### config.mk
export PLATFORM = sky130hd
export DESIGN_NAME = swept_box_collision_response
export DESIGN_NICKNAME = d
export VERILOG_FILES = /design/src/sv/sbcr_pkg.sv /design/src/sv/swept_box_collision_response.sv
export SDC_FILE = /design/constraint.sdc
export NUM_CORES = 2
export LEC_CHECK = 0
export BUFFER_PORTS_ARGS = -buffer_cell sky130_fd_sc_hd__buf_2
export CAP_MARGIN = 20
export CORE_AREA = 5 5 382 384
export CTS_CLUSTER_DIAMETER = 80
export DETAILED_ROUTE_END_ITERATION = 6
export DIE_AREA = 0 0 387 389
export HOLD_SLACK_MARGIN = 0.05
export PLACE_DENSITY = 0.8
export REMOVE_ABC_BUFFERS = 1
export SYNTH_ARGS = -nofsm -noshare
export SYNTH_HDL_FRONTEND = slang
export SYNTH_SLANG_ARGS = --single-unit
### constraint.sdc
create_clock -name clk -period 16.45 [get_ports clk]
set_input_delay 2.4675 -clock clk [delete_from_list [all_inputs] [get_ports clk]]
set_output_delay 2.4675 -clock clk [all_outputs]
set_load 0.1 [all_outputs]
### src/sv/sbcr_pkg.sv
// ----------------------------------------------------------------------------
// sbcr_pkg
// Shared types, constants and saturating fixed-point helpers for the swept
// box collision response block.
// ----------------------------------------------------------------------------
package sbcr_pkg;

	localparam int COORD_W = 32;
	localparam int IN_W    = 32;
	localparam int EXT_W   = (COORD_W > IN_W) ? COORD_W : IN_W;

	typedef logic signed [COORD_W-1:0] coord_t;
	typedef logic signed [COORD_W:0]   wide_t;
	typedef logic signed [EXT_W-1:0]   ext_t;
	typedef logic signed [IN_W-1:0]    field_t;
	typedef logic signed [1:0]         normal_t;

	localparam coord_t COORD_MAX = coord_t'({1'b0, {(COORD_W-1){1'b1}}});
	localparam coord_t COORD_MIN = coord_t'({1'b1, {(COORD_W-1){1'b0}}});
	localparam coord_t COORD_ZERO = coord_t'(0);
	localparam ext_t   EXT_MAX   = ext_t'(COORD_MAX);
	localparam ext_t   EXT_MIN   = ext_t'(COORD_MIN);
	localparam wide_t  WIDE_MAX  = wide_t'(COORD_MAX);
	localparam wide_t  WIDE_MIN  = wide_t'(COORD_MIN);

	localparam logic OP_LOAD = 1'b0;
	localparam logic OP_TEST = 1'b1;

	localparam normal_t NRM_NEG  = 2'sb11;
	localparam normal_t NRM_ZERO = 2'sb00;
	localparam normal_t NRM_POS  = 2'sb01;

	typedef enum logic [1:0] {
		SIDE_NX = 2'd0,
		SIDE_PX = 2'd1,
		SIDE_NY = 2'd2,
		SIDE_PY = 2'd3
	} side_t;

	function automatic coord_t clamp_in(field_t v);
		ext_t e;
		e = ext_t'(v);
		if (e > EXT_MAX) begin
			return COORD_MAX;
		end else if (e < EXT_MIN) begin
			return COORD_MIN;
		end else begin
			return coord_t'(e);
		end
	endfunction

	function automatic field_t to_field(coord_t v);
		ext_t e;
		e = ext_t'(v);
		return field_t'(e[IN_W-1:0]);
	endfunction

	function automatic coord_t sat_fit(wide_t s);
		if (s > WIDE_MAX) begin
			return COORD_MAX;
		end else if (s < WIDE_MIN) begin
			return COORD_MIN;
		end else begin
			return coord_t'(s);
		end
	endfunction

	function automatic coord_t sat_add(coord_t a, coord_t b);
		wide_t s;
		s = wide_t'(a) + wide_t'(b);
		return sat_fit(s);
	endfunction

	function automatic coord_t sat_sub(coord_t a, coord_t b);
		wide_t s;
		s = wide_t'(a) - wide_t'(b);
		return sat_fit(s);
	endfunction

	function automatic coord_t neg_part(coord_t v);
		return (v < COORD_ZERO) ? v : COORD_ZERO;
	endfunction

	function automatic coord_t pos_part(coord_t v);
		return (v > COORD_ZERO) ? v : COORD_ZERO;
	endfunction

endpackage

### src/sv/swept_box_collision_response.sv
// ----------------------------------------------------------------------------
// swept_box_collision_response
// Tests a moving 2D box against obstacle boxes: swept broad phase, then the
// Minkowski-expanded side of greatest distance gives normal and contact.
// ----------------------------------------------------------------------------
// Usage:
//   A request is taken at a rising edge with start high and busy low. busy is
//   always low, so one request can be issued every cycle.
//   op = load stores the mover box, velocity and reference position; it
//   produces no result. A test request that follows a load in the very next
//   cycle already sees the new mover.
//   op = test checks one obstacle box and velocity against the stored mover;
//   its result is driven with done high for exactly one cycle, after passing
//   through the input register, the expand stage and the result register, and
//   is taken at the rising edge that ends that cycle.
//   Throughput is one request per cycle: every stage advances each cycle and
//   nothing waits, so busy never rises.
//   Results are not held: the receiver must take them in that cycle.
//   arst_n low clears the mover to zero, empties the pipeline and drops done.
// ----------------------------------------------------------------------------
module swept_box_collision_response (
	input  logic                  clk,
	input  logic                  arst_n,
	input  logic                  start,
	output logic                  busy,
	input  logic                  op,
	input  sbcr_pkg::field_t      box_min_x,
	input  sbcr_pkg::field_t      box_min_y,
	input  sbcr_pkg::field_t      box_max_x,
	input  sbcr_pkg::field_t      box_max_y,
	input  sbcr_pkg::field_t      vel_x,
	input  sbcr_pkg::field_t      vel_y,
	input  sbcr_pkg::field_t      pos_x,
	input  sbcr_pkg::field_t      pos_y,
	output logic                  done,
	output logic                  overlap,
	output sbcr_pkg::normal_t     normal_x,
	output sbcr_pkg::normal_t     normal_y,
	output sbcr_pkg::field_t      contact_coord,
	output sbcr_pkg::field_t      side_distance
);

	logic accept;

	// input register
	logic              v_s1;
	logic              op_s1;
	sbcr_pkg::coord_t  bminx_s1, bminy_s1, bmaxx_s1, bmaxy_s1;
	sbcr_pkg::coord_t  velx_s1, vely_s1, posx_s1, posy_s1;

	// mover state, kept in the form the test path needs
	sbcr_pkg::coord_t  m_aminx_q, m_aminy_q, m_amaxx_q, m_amaxy_q;
	sbcr_pkg::coord_t  m_hxlo_q, m_hylo_q, m_hxhi_q, m_hyhi_q;
	sbcr_pkg::coord_t  m_px_q, m_py_q;
	logic              m_vxp_q, m_vxn_q, m_vyp_q, m_vyn_q;

	// expand stage
	logic              v_s2;
	sbcr_pkg::coord_t  sminx_s2, sminy_s2, smaxx_s2, smaxy_s2;
	sbcr_pkg::coord_t  exminx_s2, exminy_s2, exmaxx_s2, exmaxy_s2;
	sbcr_pkg::coord_t  aminx_s2, aminy_s2, amaxx_s2, amaxy_s2;
	sbcr_pkg::coord_t  px_s2, py_s2;
	logic              vxp_s2, vxn_s2, vyp_s2, vyn_s2;

	// result register
	logic              done_q;
	logic              overlap_q;
	sbcr_pkg::normal_t nx_q, ny_q;
	sbcr_pkg::field_t  contact_q, dist_q;

	logic              is_test_s1;
	logic              hit;
	sbcr_pkg::coord_t  d_nx, d_px, d_ny, d_py, best, contact;
	sbcr_pkg::side_t   side;
	sbcr_pkg::normal_t nx, ny;

	assign busy   = 1'b0;
	assign accept = start && !busy;

	always_ff @(posedge clk or negedge arst_n) begin
		if (!arst_n) begin
			v_s1 <= 1'b0;
		end else begin
			v_s1 <= accept;
		end
	end

	always_ff @(posedge clk) begin
		if (accept) begin
			op_s1    <= op;
			bminx_s1 <= sbcr_pkg::clamp_in(box_min_x);
			bminy_s1 <= sbcr_pkg::clamp_in(box_min_y);
			bmaxx_s1 <= sbcr_pkg::clamp_in(box_max_x);
			bmaxy_s1 <= sbcr_pkg::clamp_in(box_max_y);
			velx_s1  <= sbcr_pkg::clamp_in(vel_x);
			vely_s1  <= sbcr_pkg::clamp_in(vel_y);
			posx_s1  <= sbcr_pkg::clamp_in(pos_x);
			posy_s1  <= sbcr_pkg::clamp_in(pos_y);
		end
	end

	// mover load
	always_ff @(posedge clk or negedge arst_n) begin
		if (!arst_n) begin
			m_aminx_q <= sbcr_pkg::COORD_ZERO;
			m_aminy_q <= sbcr_pkg::COORD_ZERO;
			m_amaxx_q <= sbcr_pkg::COORD_ZERO;
			m_amaxy_q <= sbcr_pkg::COORD_ZERO;
			m_hxlo_q  <= sbcr_pkg::COORD_ZERO;
			m_hylo_q  <= sbcr_pkg::COORD_ZERO;
			m_hxhi_q  <= sbcr_pkg::COORD_ZERO;
			m_hyhi_q  <= sbcr_pkg::COORD_ZERO;
			m_px_q    <= sbcr_pkg::COORD_ZERO;
			m_py_q    <= sbcr_pkg::COORD_ZERO;
			m_vxp_q   <= 1'b0;
			m_vxn_q   <= 1'b0;
			m_vyp_q   <= 1'b0;
			m_vyn_q   <= 1'b0;
		end else if (v_s1 && op_s1 == sbcr_pkg::OP_LOAD) begin
			m_aminx_q <= sbcr_pkg::sat_add(bminx_s1, sbcr_pkg::neg_part(velx_s1));
			m_aminy_q <= sbcr_pkg::sat_add(bminy_s1, sbcr_pkg::neg_part(vely_s1));
			m_amaxx_q <= sbcr_pkg::sat_add(bmaxx_s1, sbcr_pkg::pos_part(velx_s1));
			m_amaxy_q <= sbcr_pkg::sat_add(bmaxy_s1, sbcr_pkg::pos_part(vely_s1));
			m_hxlo_q  <= sbcr_pkg::sat_sub(bmaxx_s1, posx_s1);
			m_hylo_q  <= sbcr_pkg::sat_sub(bmaxy_s1, posy_s1);
			m_hxhi_q  <= sbcr_pkg::sat_sub(posx_s1, bminx_s1);
			m_hyhi_q  <= sbcr_pkg::sat_sub(posy_s1, bminy_s1);
			m_px_q    <= posx_s1;
			m_py_q    <= posy_s1;
			m_vxp_q   <= velx_s1 > sbcr_pkg::COORD_ZERO;
			m_vxn_q   <= velx_s1 < sbcr_pkg::COORD_ZERO;
			m_vyp_q   <= vely_s1 > sbcr_pkg::COORD_ZERO;
			m_vyn_q   <= vely_s1 < sbcr_pkg::COORD_ZERO;
		end
	end

	assign is_test_s1 = v_s1 && op_s1 == sbcr_pkg::OP_TEST;

	always_ff @(posedge clk or negedge arst_n) begin
		if (!arst_n) begin
			v_s2 <= 1'b0;
		end else begin
			v_s2 <= is_test_s1;
		end
	end

	// sweep the obstacle and grow it around the mover position
	always_ff @(posedge clk) begin
		if (is_test_s1) begin
			sminx_s2  <= sbcr_pkg::sat_add(bminx_s1, sbcr_pkg::neg_part(velx_s1));
			sminy_s2  <= sbcr_pkg::sat_add(bminy_s1, sbcr_pkg::neg_part(vely_s1));
			smaxx_s2  <= sbcr_pkg::sat_add(bmaxx_s1, sbcr_pkg::pos_part(velx_s1));
			smaxy_s2  <= sbcr_pkg::sat_add(bmaxy_s1, sbcr_pkg::pos_part(vely_s1));
			exminx_s2 <= sbcr_pkg::sat_sub(bminx_s1, m_hxlo_q);
			exminy_s2 <= sbcr_pkg::sat_sub(bminy_s1, m_hylo_q);
			exmaxx_s2 <= sbcr_pkg::sat_add(bmaxx_s1, m_hxhi_q);
			exmaxy_s2 <= sbcr_pkg::sat_add(bmaxy_s1, m_hyhi_q);
			aminx_s2  <= m_aminx_q;
			aminy_s2  <= m_aminy_q;
			amaxx_s2  <= m_amaxx_q;
			amaxy_s2  <= m_amaxy_q;
			px_s2     <= m_px_q;
			py_s2     <= m_py_q;
			vxp_s2    <= m_vxp_q;
			vxn_s2    <= m_vxn_q;
			vyp_s2    <= m_vyp_q;
			vyn_s2    <= m_vyn_q;
		end
	end

	// strict overlap, side selection with later side winning ties
	always_comb begin
		hit = !(aminx_s2 >= smaxx_s2 || aminy_s2 >= smaxy_s2 ||
			sminx_s2 >= amaxx_s2 || sminy_s2 >= amaxy_s2);
		d_nx = sbcr_pkg::sat_sub(exminx_s2, px_s2);
		d_px = sbcr_pkg::sat_sub(px_s2, exmaxx_s2);
		d_ny = sbcr_pkg::sat_sub(exminy_s2, py_s2);
		d_py = sbcr_pkg::sat_sub(py_s2, exmaxy_s2);
		best = d_nx;
		side = sbcr_pkg::SIDE_NX;
		if (best <= d_px) begin
			best = d_px;
			side = sbcr_pkg::SIDE_PX;
		end
		if (best <= d_ny) begin
			best = d_ny;
			side = sbcr_pkg::SIDE_NY;
		end
		if (best <= d_py) begin
			best = d_py;
			side = sbcr_pkg::SIDE_PY;
		end
		unique case (side)
			sbcr_pkg::SIDE_NX: begin
				nx = sbcr_pkg::NRM_NEG;
				ny = sbcr_pkg::NRM_ZERO;
				contact = vxp_s2 ? exminx_s2 : px_s2;
			end
			sbcr_pkg::SIDE_PX: begin
				nx = sbcr_pkg::NRM_POS;
				ny = sbcr_pkg::NRM_ZERO;
				contact = vxn_s2 ? exmaxx_s2 : px_s2;
			end
			sbcr_pkg::SIDE_NY: begin
				nx = sbcr_pkg::NRM_ZERO;
				ny = sbcr_pkg::NRM_NEG;
				contact = vyp_s2 ? exminy_s2 : py_s2;
			end
			default: begin
				nx = sbcr_pkg::NRM_ZERO;
				ny = sbcr_pkg::NRM_POS;
				contact = vyn_s2 ? exmaxy_s2 : py_s2;
			end
		endcase
	end

	always_ff @(posedge clk or negedge arst_n) begin
		if (!arst_n) begin
			done_q <= 1'b0;
		end else begin
			done_q <= v_s2;
		end
	end

	always_ff @(posedge clk) begin
		if (v_s2) begin
			overlap_q <= hit;
			nx_q      <= hit ? nx : sbcr_pkg::NRM_ZERO;
			ny_q      <= hit ? ny : sbcr_pkg::NRM_ZERO;
			contact_q <= hit ? sbcr_pkg::to_field(contact) : sbcr_pkg::field_t'(0);
			dist_q    <= hit ? sbcr_pkg::to_field(best) : sbcr_pkg::field_t'(0);
		end
	end

	assign done          = done_q;
	assign overlap       = overlap_q;
	assign normal_x      = nx_q;
	assign normal_y      = ny_q;
	assign contact_coord = contact_q;
	assign side_distance = dist_q;

	a_test_gives_result: assert property (@(posedge clk) disable iff (!arst_n)
		accept && op == sbcr_pkg::OP_TEST |-> ##3 done)
		else $error("test request lost its result");

	a_load_no_result: assert property (@(posedge clk) disable iff (!arst_n)
		accept && op == sbcr_pkg::OP_LOAD |-> ##3 !done)
		else $error("load request produced a result");

	a_miss_is_zero: assert property (@(posedge clk) disable iff (!arst_n)
		done && !overlap |-> normal_x == sbcr_pkg::NRM_ZERO &&
			normal_y == sbcr_pkg::NRM_ZERO && contact_coord == '0 && side_distance == '0)
		else $error("miss result carries nonzero fields");

	a_hit_one_axis: assert property (@(posedge clk) disable iff (!arst_n)
		done && overlap |-> (normal_x != sbcr_pkg::NRM_ZERO) != (normal_y != sbcr_pkg::NRM_ZERO))
		else $error("hit normal not on exactly one axis");

	a_done_from_stage: assert property (@(posedge clk) disable iff (!arst_n)
		done |-> $past(v_s2))
		else $error("result without a test in flight");

endmodule

==> results_dict.tcl <==
set metrics [dict create \
    drtIter0Drc 7514 \
    crit_type "flip-flop to flip-flop" \
    ys_ff_latch 1105 \
    die_h_um 389 \
    p_leak_nw 36.74 \
    syn_area_um2 77460 \
    power.density_nw_per_um2 200.2 \
    syn2layout_area_growth_pct 8.709 \
    nets 9189 \
    drv_slew 0 \
    ys.flop_type "edfxtp_1" \
    fmax_mhz 72.50 \
    postLayoutCoreUtil 0.5912 \
    seq_area_frac_synth 0.4072 \
    clock_latency_ps 780 \
    grt_pass1_vias 61813 \
    finalWirelength_um 260700 \
    multi_input_comb_area_um2 41500 \
    synthSimpleGateAreaFrac 0.1292 \
    setup_tns_ps 0 \
    cts_buffer_depth 3 \
    grt-ovfl-total 0 \
    arrival_ps 14350 \
    cpPeakStageDelay_ps 710 \
    synthTopCellsByArea "edfxtp_1, ha_1, dfrtp_1" \
    worst_pin_slew_ps 1142 \
    core_um2 142400 \
    clockRootBuffer "clkbuf_16" \
    cp-start-kind "flip-flop" \
    fin_skew_ps 71.20 \
    synth_top_area_frac 0.3016 \
    synth-edff-count 778 \
    synth.largest_area_cell "edfxtp_1" \
    die-area_um2 150500 \
    gp_congestion 1.030 \
    drtPass1Iterations 6 \
    max-slew-margin-rel 0.2384 \
    num_vias 65274 \
    synth_compound_area_frac 0.2141 \
    fin_crit_sh 0.8385 \
    cts_tree "yes" \
    synthMostInstantiatedCell "edfxtp_1" \
    critPathCaptureType "flip-flop" \
    numPortBuffers 329 \
    grt_pass1_wl_um 386000 \
    worst_ir_drop_vdd_uv 563.3 \
    critical_path_depth 42 \
    critPathRequiredTime_ps 17010 \
    critPathLaunch "px_s2[10]" \
    syn_area_per_cell_um2 9.444 \
    status "finished, final reports clean" \
    async_flop_share 0.2959 \
    die_width_um 387 \
    post_cts_buffers 0 \
    rsz0062_at_grt "false" \
    ff_latch_area_um2 31550 \
    stdcell_area_um2 84210 \
    synth_top_family_by_area "compound AO/OA/AOI/OAI gates" \
    drtAntennaViolNets 0 \
    cts_resized 0 \
    start_util 0.5438 \
    crit_family "simple AND/OR/NAND/NOR gates" \
    hold_buffers 0 \
    layout_min_cycle_time_ps 13790 \
    route.detailed.wl_per_inst_um 25.56 \
    synthMuxAreaShare 0.01517 \
    critPathBufInv 3 \
    clk_pin_slew_ps 60 \
    crit_slowest_cell "mux2i_2" \
    postPlaceCellArea_um2 79870 \
    fill_cells 12003 \
    grt_start_max_net_pins 171 \
    htreeDepth 3 \
    cts.sinks 1105 \
    netlist_top_cells_count "edfxtp_1, ha_1, a21oi_1, nand2_1, inv_1" \
    syn_inst 8202 \
    reg2reg_from "px_s2[10]" \
    cts_made_buffers 121 \
    rrSetupSlack_ps 2660 \
    num_io_pins 331 \
    viasPerCell 6.399 \
    rr_worst_depth 42 \
    synth_fa_ha_area_frac 0.1303 \
    hold_path_class "flip-flop to flip-flop" \
    crit_top_cell "ha_1" \
    antenna_found_initial 26 \
    hpwl_um 206100 \
    track_usage 0.3337 \
    fp-row-count 139 \
    ys_warn_count 0 \
    crit_path_end "contact_coord[5]" \
    finalHoldViolations 0 \
    synth_cell_types 124 \
    r2r_end "contact_coord[5]" \
    drcViolationCount 0 \
    setup_viol 0 \
    synth-xor-area-share 0.04600 \
    maxCapViolCount 0 \
    drive_gt1_frac 0.1026 \
    critPathMaxFanout 97 \
]
worst min path at each step:
stage	startpoint	end	slack, ps	cells after the start
3_3_place_gp	m_amaxy_q[28]	amaxy_s2[28]	420	0
5_1_grt	m_aminx_q[11]	aminx_s2[11]	440	0
4_1_cts	m_aminx_q[27]	aminx_s2[27]	420	0
2_1_floorplan	m_amaxy_q[14]	amaxy_s2[14]	420	0
6_report	m_aminx_q[27]	aminx_s2[27]	430	0
3_5_place_dp	m_amaxy_q[17]	amaxy_s2[17]	430	0
cells by family after synthesis:
family                     count (synthesis)
muxes                                    106
AOI/OAI and AO/OA                       2534
DFF                                     1105
adders and majority gates                807
xor gates and xnor gates                 406
other                                      1
and+or+nand+nor                         2088
buffers and inverters                   1155
where the power goes:
| part | leakage (nW) | switching (mW) | internal, mW | total [mW] |
|---|---|---|---|---|
| combinational | 23.3 | 6.52 | 3.32 | 9.84 |
| sequential | 11.4 | 0.407 | 3.75 | 4.16 |
| clock | 2.00 | 1.24 | 1.63 | 2.86 |
stage by stage:
step | setup WS [ps] | instances | power (mW) | hold WS (ps)
after floorplan | 4055 | 7656 | 10.47 | 416.5
after global placement | 3104 | 9951 | 13.61 | 423.1
after detailed placement | 2881 | 9951 | 13.72 | 427.9
final | 2656 | 10200 | 16.86 | 428.6
after CTS | 2898 | 10183 | 16.63 | 423.2
after global routing | 1742 | 10189 | 17.83 | 437.2
final cells by class:
| cell class | count | share of cell area |
|---|---|---|
| Clock inverter | 70 | 0.01082 |
| Clock buffer | 162 | 0.03945 |
| Sequential cell | 1105 | 0.3746 |
| Antenna cell | 11 | 0.0003269 |
| Inverter | 607 | 0.02706 |
| Multi-Input combinational cell | 5944 | 0.4928 |
| Timing Repair Buffer | 398 | 0.02663 |
| Tap cell | 1903 | 0.02828 |
metal layers:
metal | vias up | wire length, um | track usage
met3 | 642 | 27210 | 0.07266
met4 | 8 | 13280 | 0.1481
li1 | 29829 | - | -
met5 | - | 52 | 0
met2 | 3302 | 112900 | 0.5089
met1 | 31493 | 107300 | 0.4593
layout by cell type, fill, tap and decap left out, types with 50 or more instances in the layout:
cell	synthesis	final
a211oi_1	64	63
a21o_1	351	351
a21oi_1	664	664
a311oi_1	50	50
a31oi_1	56	56
and2_1	170	169
buf_2	53	328
buf_4	10	62
clkbuf_16	0	121
dfrtp_1	327	326
edfxtp_1	778	778
ha_1	736	736
inv_1	606	606
mux2_2	74	74
nand2_1	635	635
nand2b_1	75	74
nand3_1	147	147
nand4_1	107	107
nor2_1	539	538
nor2b_1	80	79
nor3_1	113	113
o211ai_1	66	66
o21a_1	89	89
o21ai_0	568	568
o21bai_1	59	59
o22ai_1	73	73
xnor2_1	234	232
xor2_1	171	171
Note: power is estimated with default switching activity, not from simulation.
